## src/hdl/rcia_pkg.sv

```systemverilog
`timescale 1ns / 1ps
// Package for the reference-counted identifier allocator.
// Holds pool sizing constants, operation and status codes, and the item types.
// No dependencies.
package rcia_pkg;

    localparam int POOL_SIZE   = 256;
    localparam int COUNT_BITS  = 8;
    localparam int IDX_W       = $clog2(POOL_SIZE);
    localparam int CHUNK_W     = 16;
    localparam int NUM_CHUNKS  = POOL_SIZE / CHUNK_W;
    localparam int CHUNK_IDX_W = $clog2(NUM_CHUNKS);
    localparam int POS_W       = $clog2(CHUNK_W);
    localparam int VISIT_W     = $clog2(NUM_CHUNKS + 1);

    localparam logic [COUNT_BITS-1:0] COUNT_MAX = {COUNT_BITS{1'b1}};

    typedef logic [1:0] t_kind;
    localparam t_kind KIND_ALLOC = 2'd0;
    localparam t_kind KIND_REF   = 2'd1;
    localparam t_kind KIND_UNREF = 2'd2;

    typedef logic [1:0] t_status;
    localparam t_status ST_OK        = 2'd0;
    localparam t_status ST_EXHAUSTED = 2'd1;
    localparam t_status ST_NOT_HELD  = 2'd2;
    localparam t_status ST_OVERFLOW  = 2'd3;

    typedef struct packed {
        t_kind       kind;
        logic [31:0] ident;
    } t_in_item;

    typedef struct packed {
        logic [31:0] granted_ident;
        t_status     status;
        logic        released;
    } t_out_item;

endpackage

```

## src/hdl/refcounted_id_allocator_core.sv

```systemverilog
`timescale 1ns / 1ps
// Top level of the reference-counted identifier allocator.
// Depends on rcia_pkg.
//
// The block takes one transaction at a time and returns exactly one result
// for each. An add or drop reference passes from acceptance to a result in
// the output register through the synchronous read of the count memory,
// the modify and write back, and the load of the result. An allocate
// writes the new count, then searches for the next free identifier by
// scanning a held-bit map sixteen entries per cycle, wrapping once around
// the pool, and then loads the result. An allocate that finds the pool
// exhausted does not search. A result waiting in the output register does
// not block the start of the next transaction.
// There is no clearing pass after reset: held bits in flip-flops mark live
// counts.
module refcounted_id_allocator_core
    import rcia_pkg::*;
(
    input  logic        i_clk,
    input  logic        i_rst_n,
    input  logic        i_cfg_we,
    input  logic [31:0] i_cfg_data,
    input  logic        i_in_valid,
    output logic        o_in_stall,
    input  t_in_item    i_in,
    output logic        o_out_valid,
    input  logic        i_out_stall,
    output t_out_item   o_out
);

    localparam logic [1:0] S_IDLE   = 2'd0;
    localparam logic [1:0] S_RMW    = 2'd1;
    localparam logic [1:0] S_SEARCH = 2'd2;
    localparam logic [1:0] S_DONE   = 2'd3;

    logic [1:0]             r_state, n_state;
    logic [POOL_SIZE-1:0]   r_held, n_held;
    logic [IDX_W-1:0]       r_next_free, n_next_free;
    logic                   r_pool_full, n_pool_full;
    logic [31:0]            r_id_base, n_id_base;
    logic                   r_out_valid, n_out_valid;
    t_out_item              r_out, n_out;
    t_out_item              r_res, n_res;
    t_kind                  r_kind, n_kind;
    logic [IDX_W-1:0]       r_idx, n_idx;
    logic                   r_ok, n_ok;
    logic [CHUNK_IDX_W-1:0] r_chunk, n_chunk;
    logic [CHUNK_W-1:0]     r_mask, n_mask;
    logic [VISIT_W-1:0]     r_visits, n_visits;

    logic [COUNT_BITS-1:0]  r_mem [POOL_SIZE];
    logic [COUNT_BITS-1:0]  r_rd_data;
    logic                   mem_we;
    logic [IDX_W-1:0]       mem_waddr;
    logic [COUNT_BITS-1:0]  mem_wdata;

    logic [31:0]            offset;
    logic [IDX_W-1:0]       in_idx;
    logic                   in_range;
    logic                   in_accept;
    logic [IDX_W-1:0]       start_idx;
    logic [CHUNK_W-1:0]     free_bits;
    logic [POS_W-1:0]       free_pos;
    logic                   free_found;

    assign offset     = i_in.ident - r_id_base;
    assign in_idx     = offset[IDX_W-1:0];
    assign in_range   = offset < 32'(POOL_SIZE);
    assign in_accept  = i_in_valid && !o_in_stall;
    assign start_idx  = r_next_free + IDX_W'(1);
    assign free_bits  = ~r_held[{r_chunk, {POS_W{1'b0}}} +: CHUNK_W] & r_mask;
    assign free_found = |free_bits;

    always_comb begin
        free_pos = '0;
        for (int k = CHUNK_W - 1; k >= 0; k--) begin
            if (free_bits[k]) begin
                free_pos = POS_W'(k);
            end
        end
    end

    always_comb begin
        n_state     = r_state;
        n_held      = r_held;
        n_next_free = r_next_free;
        n_pool_full = r_pool_full;
        n_id_base   = i_cfg_we ? i_cfg_data : r_id_base;
        n_out_valid = r_out_valid && i_out_stall;
        n_out       = r_out;
        n_res       = r_res;
        n_kind      = r_kind;
        n_idx       = r_idx;
        n_ok        = r_ok;
        n_chunk     = r_chunk;
        n_mask      = r_mask;
        n_visits    = r_visits;
        mem_we      = 1'b0;
        mem_waddr   = r_idx;
        mem_wdata   = '0;

        unique case (r_state)
            S_IDLE: begin
                if (in_accept) begin
                    n_kind = i_in.kind;
                    n_idx  = in_idx;
                    n_ok   = (i_in.kind == KIND_REF || i_in.kind == KIND_UNREF)
                             && in_range && r_held[in_idx];
                    n_res.granted_ident = i_in.ident;
                    n_res.status        = ST_NOT_HELD;
                    n_res.released      = 1'b0;
                    if (i_in.kind == KIND_ALLOC) begin
                        if (r_pool_full) begin
                            n_res.granted_ident = '0;
                            n_res.status        = ST_EXHAUSTED;
                            n_state             = S_DONE;
                        end else begin
                            mem_we              = 1'b1;
                            mem_waddr           = r_next_free;
                            mem_wdata           = COUNT_BITS'(1);
                            n_held[r_next_free] = 1'b1;
                            n_res.granted_ident = r_id_base + 32'(r_next_free);
                            n_res.status        = ST_OK;
                            n_chunk  = start_idx[IDX_W-1:POS_W];
                            n_mask   = {CHUNK_W{1'b1}} << start_idx[POS_W-1:0];
                            n_visits = '0;
                            n_state  = S_SEARCH;
                        end
                    end else begin
                        n_state = S_RMW;
                    end
                end
            end
            S_RMW: begin
                n_state = S_DONE;
                if (r_ok) begin
                    if (r_kind == KIND_REF) begin
                        if (r_rd_data == COUNT_MAX) begin
                            n_res.status = ST_OVERFLOW;
                        end else begin
                            mem_we       = 1'b1;
                            mem_wdata    = r_rd_data + COUNT_BITS'(1);
                            n_res.status = ST_OK;
                        end
                    end else begin
                        mem_we       = 1'b1;
                        mem_wdata    = r_rd_data - COUNT_BITS'(1);
                        n_res.status = ST_OK;
                        if (r_rd_data == COUNT_BITS'(1)) begin
                            n_held[r_idx]  = 1'b0;
                            n_res.released = 1'b1;
                            if (r_pool_full) begin
                                n_pool_full = 1'b0;
                                n_next_free = r_idx;
                            end
                        end
                    end
                end
            end
            S_SEARCH: begin
                if (free_found) begin
                    n_next_free = {r_chunk, free_pos};
                    n_state     = S_DONE;
                end else if (r_visits == VISIT_W'(NUM_CHUNKS)) begin
                    n_pool_full = 1'b1;
                    n_state     = S_DONE;
                end else begin
                    n_chunk  = r_chunk + CHUNK_IDX_W'(1);
                    n_mask   = {CHUNK_W{1'b1}};
                    n_visits = r_visits + VISIT_W'(1);
                end
            end
            S_DONE: begin
                if (!r_out_valid || !i_out_stall) begin
                    n_out_valid = 1'b1;
                    n_out       = r_res;
                    n_state     = S_IDLE;
                end
            end
            default: begin
                n_state = S_IDLE;
            end
        endcase
    end

    always_ff @(posedge i_clk) begin
        if (mem_we) begin
            r_mem[mem_waddr] <= mem_wdata;
        end
        r_rd_data <= r_mem[in_idx];
    end

    always_ff @(posedge i_clk) begin
        if (!i_rst_n) begin
            r_state     <= S_IDLE;
            r_held      <= '0;
            r_next_free <= '0;
            r_pool_full <= 1'b0;
            r_id_base   <= '0;
            r_out_valid <= 1'b0;
        end else begin
            r_state     <= n_state;
            r_held      <= n_held;
            r_next_free <= n_next_free;
            r_pool_full <= n_pool_full;
            r_id_base   <= n_id_base;
            r_out_valid <= n_out_valid;
        end
        r_out    <= n_out;
        r_res    <= n_res;
        r_kind   <= n_kind;
        r_idx    <= n_idx;
        r_ok     <= n_ok;
        r_chunk  <= n_chunk;
        r_mask   <= n_mask;
        r_visits <= n_visits;
    end

    assign o_in_stall  = (r_state != S_IDLE);
    assign o_out_valid = r_out_valid;
    assign o_out       = r_out;

endmodule

```

## config.mk

```make
export PLATFORM = sky130hd
export DESIGN_NAME = refcounted_id_allocator_core
export DESIGN_NICKNAME = d
export VERILOG_FILES = /design/src/hdl/rcia_pkg.sv /design/src/hdl/refcounted_id_allocator_core.sv
export SDC_FILE = /design/constraint.sdc
export NUM_CORES = 2
export LEC_CHECK = 0
export ABC_AREA = 0
export CAP_MARGIN = 10
export CELL_PAD_IN_SITES_DETAIL_PLACEMENT = 0
export CELL_PAD_IN_SITES_GLOBAL_PLACEMENT = 1
export CORE_MARGIN = 2
export CORE_UTILIZATION = 38
export CTS_BUF_LIST = sky130_fd_sc_hd__clkbuf_4
export DETAILED_ROUTE_END_ITERATION = 12
export DONT_BUFFER_PORTS = 1
export PLACE_DENSITY_LB_ADDON = 0.1
export SYNTH_ARGS = -nofsm -noshare
export SYNTH_HDL_FRONTEND = slang
export SYNTH_SLANG_ARGS = --single-unit
```

## constraint.sdc

```tcl
create_clock -name i_clk -period 12.3 [get_ports i_clk]
set_input_delay 0 -clock i_clk [delete_from_list [all_inputs] [get_ports i_clk]]
set_output_delay 0 -clock i_clk [all_outputs]
set_load 0.1 [all_outputs]
```

Yosys cells after proc, flatten, opt, wreduce, memory -nomap -nowiden
Memory sizes are Yosys's and may differ from the RTL's. A register that Yosys moved wholly into a read port is not among the register bits. Index checks and enable logic that the tools add are counted.

Register bits: 406. Logic and storage cells: 183. Memories: 1. Memory bits (writable): 2048. Input bits: 71. Output and inout port bits: 37.

Bitwise logic cells: 5. Equality and inequality tests: 21. Shift operators: 2. Magnitude comparators: 6. Reductions and logical operators: 27. $add $sub $neg: 7. Multiplexer cells: 96.

Memory list: r_mem (words 256, bits a word 8, rd ports 1, clocked after memory_dff 1, write ports 1, line refcounted_id_allocator_core.sv:51) `logic [COUNT_BITS-1:0] r_mem [POOL_SIZE];`.

Operators with widths (number): two-way mux 256 bit (6); one-hot mux 256 bit (2 select lines) (1); AND 256 bit (1); inverter 256 bit (1); OR 256 bit (1); indexed part select 256 x 9 -> 16 bit (1); two-way mux 8 bit (11); two-way mux 4 bit (21); two-way mux 16 bit (5); two-way mux 34 bit (2); adder 32 x 8 -> 32 bit (1); < comparator 32 x 9 -> 1 bit (second input constant) (1); one-hot mux 16 bit (2 select lines) (1); one-hot mux 8 bit (2 select lines) (2); subtractor 32 bit (1); < comparator 8 x 9 -> 1 bit (second input constant) (3); two-way mux 5 bit (5); two-way mux 1 bit (24); inequality test 2 bit (second input constant) (11); adder 8 x 1 -> 8 bit (second input constant) (2); AND 16 bit (1); demux 1 bit (select 8 bit) (2); greater-or-equal comparator 8 x 1 -> 1 bit (second input constant) (2); inverter 16 bit (1); 29 further kinds (57).

Depth between registers and ports, before layout
Depth in word-level cells: 21. Depth in mapped cells: 15. Depth with buffers taken out: 13.

Worst setup path before layout
OpenSTA, ideal clock, no wires.

Path type: reg-to-reg. Start point: reg r_state[1]. End point: mem r_mem[0][0], data pin. Path slack: -1.187 ns. Data required time: 10.112 ns. Setup time: 2.188 ns. Arrival time: 11.299 ns. Cell stages (with the launch flop): 8. Period minus slack after synthesis: 13.487 ns. Path buffers: 2. Path through: dfxtp_1 inv_1 ha_1 clkbuf_1 nand2_1 or2_2 clkbuf_1 o21ai_0.

Cells in the longest elaborated chain, start to end: 5. Elaborated cells on any way between the ends: 7. Classes of those cells: eq/ne: 1; mux: 2; reduce/logical: 4.

Ends and longest elaborated chain: from (decl) (line refcounted_id_allocator_core.sv:36) `logic [1:0] r_state, n_state;`; from (signal assigned) (line refcounted_id_allocator_core.sv:202) `r_state <= n_state;`; nonzero test 2 bit (line refcounted_id_allocator_core.sv:219) `assign o_in_stall = (r_state != S_IDLE);`; zero test 1 bit (line refcounted_id_allocator_core.sv:69) `assign in_accept = i_in_valid && !o_in_stall;`; logical AND 1 bit (line refcounted_id_allocator_core.sv:69); two-way mux 1 bit (line refcounted_id_allocator_core.sv:104) `if (in_accept) begin`; one-hot mux 8 bit (2 select lines) (*) (line refcounted_id_allocator_core.sv:102) `unique case (r_state)`; named net mem_wdata[0] (line refcounted_id_allocator_core.sv:55) `logic [COUNT_BITS-1:0] mem_wdata;`; to (decl) (line refcounted_id_allocator_core.sv:51).

The timed path passes the listed nets; every way through them passes the cells marked *.

Worst setup path in the final report
Start point: reg r_id_base[0]. End point: reg r_rd_data[4] (read register of r_mem).

Cells in the longest elaborated chain, start to end: 1.

Ends and longest elaborated chain: from (decl) (line refcounted_id_allocator_core.sv:40) `logic [31:0] r_id_base, n_id_base;`; from (signal assigned) (line refcounted_id_allocator_core.sv:206) `r_id_base <= n_id_base;`; subtractor 32 bit (line refcounted_id_allocator_core.sv:66) `assign offset = i_in.ident - r_id_base;`; to (decl) (line refcounted_id_allocator_core.sv:52) `logic [COUNT_BITS-1:0] r_rd_data;`.

Every way passes these cells. A chain may end at the register's enable or synchronous reset.

==> impl_metrics.csv <==
group,metric,value,unit
sta,fmax,0.163,GHz
sta,layout_setup_ws,6.18,ns
critical_path,critPathKind,"reg2reg",
sta,tightest_slew,1.42,ns
synth,ys_warn_count,0,
global_routing,grt_pass1_wl,456000,um
synth,netlist.area_leader.share,62.8,%
critical_path,cp-start-kind,"flip-flop",
clocking,cts_tree,"built",
die,die_y,524,um
placed_design,gp_congestion,0.852,
die,die-area,275000,um2
sta,drv_slew,0,
synth,async_flop_share,0,%
critical_path,crit_fanout,84,
synth,synth_edf_count,2153,
hold_path,worstHoldPathCells,4,
critical_path,r2r-end,"r_rd_data[4]",
cells_and_area,seq_area,70800,um2
drt,first_iter_violations,5940,
global_routing,antenna_found_initial,24,
power,p_leak,0.0380,uW
critical_path,reg2reg_from,"r_id_base[0]",
global_routing,grt_remaining_overflow,0,
sta,tns,0,ns
drt,vias,59300,
synth,yosys.area.top_type,"edfxtp_1",
power,power,20200,uW
hold_path,hold_path_class,"in2reg",
drt,ant_nets,0,
sta,setup-violations-final,0,
sta,hold_viol,0,
placed_design,dpl_worst_slack,6.69,ns
clocking,clockBufferDepth,4,
synth,synth_common_cells,"edfxtp_1 (2153), mux4_2 (817), nor2_1 (366), nand2_1 (356), o21ai_0 (318)",
cells_and_area,drive_gt1_share,31.1,%
cells_and_area,fillers,24000,
critical_path,r2r_setup_slack,6.18,ns
sta,clock-skew-final,0.142,ns
drt,dr.pass1.iters,6,
cells_and_area,multi_input_area,30500,um2
die,rows,191,
power,power_density,171,nW/um2
clocking,ctsRootBufferMaster,"clkbuf_4",
die,io-pin-count,108,
power,ir_drop,0.112,mV
global_routing,grt_max_degree,245,
placed_design,hpwl,198000,um
die,die_x,524,um
cells_and_area,nets,6549,
sta,timing.hold.ws,0.233,ns
sta,min_period,6.12,ns
drt,wl,322000,um
sta,slew_headroom,4.98,%
global_routing,grt_usage,23.2,%
synth,synth_most_common_cell,"edfxtp_1",
outcome,status,"finished, final reports clean",
clocking,htree_levels,6,
die,core_area,270000,um2
hold_path,hold_start,"i_in_valid",
synth,ys_ff_latch,2461,
drt,wire_per_inst,30.7,um
clocking,clk_pin_slew,0.07,ns
synth,ys_types,86,
sta,rsz0062_at_grt,"false",
synth,netlist_area,103000,um2
clocking,clock_sinks,2461,
synth,syn_nets,5853,
clocking,cts_resized,0,
hold_path,hold_end,"r_res[0]",
sta,finalCritPeriodShare,49.8,%
clocking,clock_latency,1.51,ns
clocking,numCtsBuffers,665,
placed_design,io_buffers,0,
synth,synth-main-ff-cell,"edfxtp_1",
synth,yosysSeqAreaShare,68.8,%
cells_and_area,areaGrowthSynthToFinish,14.8,%
drt,vias_per_cell,5.66,
critical_path,cp-end-kind,"flip-flop",
synth,synth_top_cells_by_area,"edfxtp_1 (63%), mux4_2 (18%), dfxtp_1 (6.0%), o21ai_0 (1.5%), a21boi_0 (1.5%)",
synth,syn_area_per_cell,18.0,um2
critical_path,worstPathArrival,7.53,ns
synth,syn_inst,5724,
cells_and_area,utilization,43.7,%
drt,drc_errors,0,
global_routing,grt_pass1_vias,61100,
run,cap_violations,0,
critical_path,required,13.70,ns
die,initial_core_util,38.1,%
critical_path,reg2reg_depth,9,
[state kept, by name, indices dropped and copies added, names as in the netlist]
name and cells:
r_rd_data 8, r_chunk 4, o_out_valid 1, r_state 2, r_mem 2048, r_held 256
o_out 35, r_kind 2, r_visits 5, r_mask 15, r_ok 1, r_pool_full 1
r_idx 8, r_id_base 32, r_res 35, r_next_free 8
[worst max-delay path: stages, from the launching register on]
cell and delay (ns):
dfxtp_1 0.35, ha_4 0.18, fa_4 1.23, buf_12 0.45, buf_4 0.81, mux4_2 0.44, mux4_2 0.54, mux4_2 0.57
mux4_2 0.48, dlygate4sd3_1 0.56
[cells in the final DEF, fill, tap and decap left out, types with 11 or more instances in the layout]
master            n
nand2b_1         26
clkinv_2         13
buf_4           149
bufinv_16        13
clkinv_1         91
o21ai_1          11
nand2_1         356
a31oi_1          15
clkinv_4         11
nand3_2          17
mux2i_1          70
xor2_1           16
edfxtp_1       2153
clkbuf_4        981
mux2_2           11
and2_1           27
nand3_1          71
dlygate4sd3_1   218
and3_1           23
inv_2            15
nor3_1           23
mux4_2          817
o221a_2          19
inv_6            13
inv_1            67
nor4_1           13
a21boi_1         11
nor2_1          357
or3_1            11
nand4_1          24
xnor2_1          38
ha_1             54
a21oi_1          57
nor2b_1          57
a22o_1           26
dfxtp_1         308
a21boi_0        206
o21ai_0         314
[worst max-delay path by stage]
stage	startpoint	depth (start not counted)	slack (ns)	end
5_1_grt	r_id_base[0]	12	6.09	r_ok
3_3_place_gp	r_id_base[0]	8	6.71	r_rd_data[2]
6_report	r_id_base[0]	9	6.18	r_rd_data[4]
3_5_place_dp	r_id_base[0]	8	6.69	r_rd_data[0]
2_1_floorplan	r_kind[0]	8	3.15	r_mem[0][6]
4_1_cts	r_id_base[0]	9	6.23	r_rd_data[4]
[stage by stage]
| stage | cell area [um2] | cells |
|---|---|---|
| final | 118000 | 10500 |
| after global routing | 118000 | 10500 |
| after CTS | 118000 | 10500 |
| after detailed placement | 107000 | 9101 |
| after global placement | 107000 | 9100 |
| after floorplan | 103000 | 5724 |
[cell type report]
class	count	area share, %
flip-flops and latches	2461	59.9
diodes	5	0.0106
repair buffers	380	3.01
clock inverters	160	0.945
clock buffers	981	6.23
multi-input cells	2839	25.8
inverters	73	0.232
well taps	3570	3.78
[what timing repair did]
| item | 4_1_cts | 5_1_grt |
|---|---|---|
| buffers inserted | 0 | 0 |
| hold buffers | 221 | 0 |
| hold endpoints to repair | 1055 | 0 |
[routing by layer]
metal  GRT usage, %  part of all wire (%)  vias to the layer above
met5              0                 0.012                        -
met2           36.8                    47                     2315
met4           6.84                   2.4                        6
met1           32.6                    43                    31500
met3           4.52                   7.1                      466
li1               -                     -                    25000
[cells by family after synthesis]
| kind of cell | count (synthesis) | synth area share [%] |
|---|---|---|
| xor gates and xnor gates | 60 | 0.525 |
| and+or+nand+nor | 1066 | 4.68 |
| AOI/OAI and AO/OA | 751 | 4.70 |
| buffers and inverters | 424 | 1.78 |
| DFF | 2461 | 68.8 |
| adders and majority gates | 58 | 0.720 |
| muxes | 904 | 18.8 |
[power breakdown]
group / switching, uW / total (uW) / internal (uW)
Sequential: 174 / 9680 / 9500
Clock: 3470 / 7390 / 3920
Combinational: 2090 / 3170 / 1080
Total: 5740 / 20200 / 14500
Note: power is estimated with default switching activity, not from simulation.
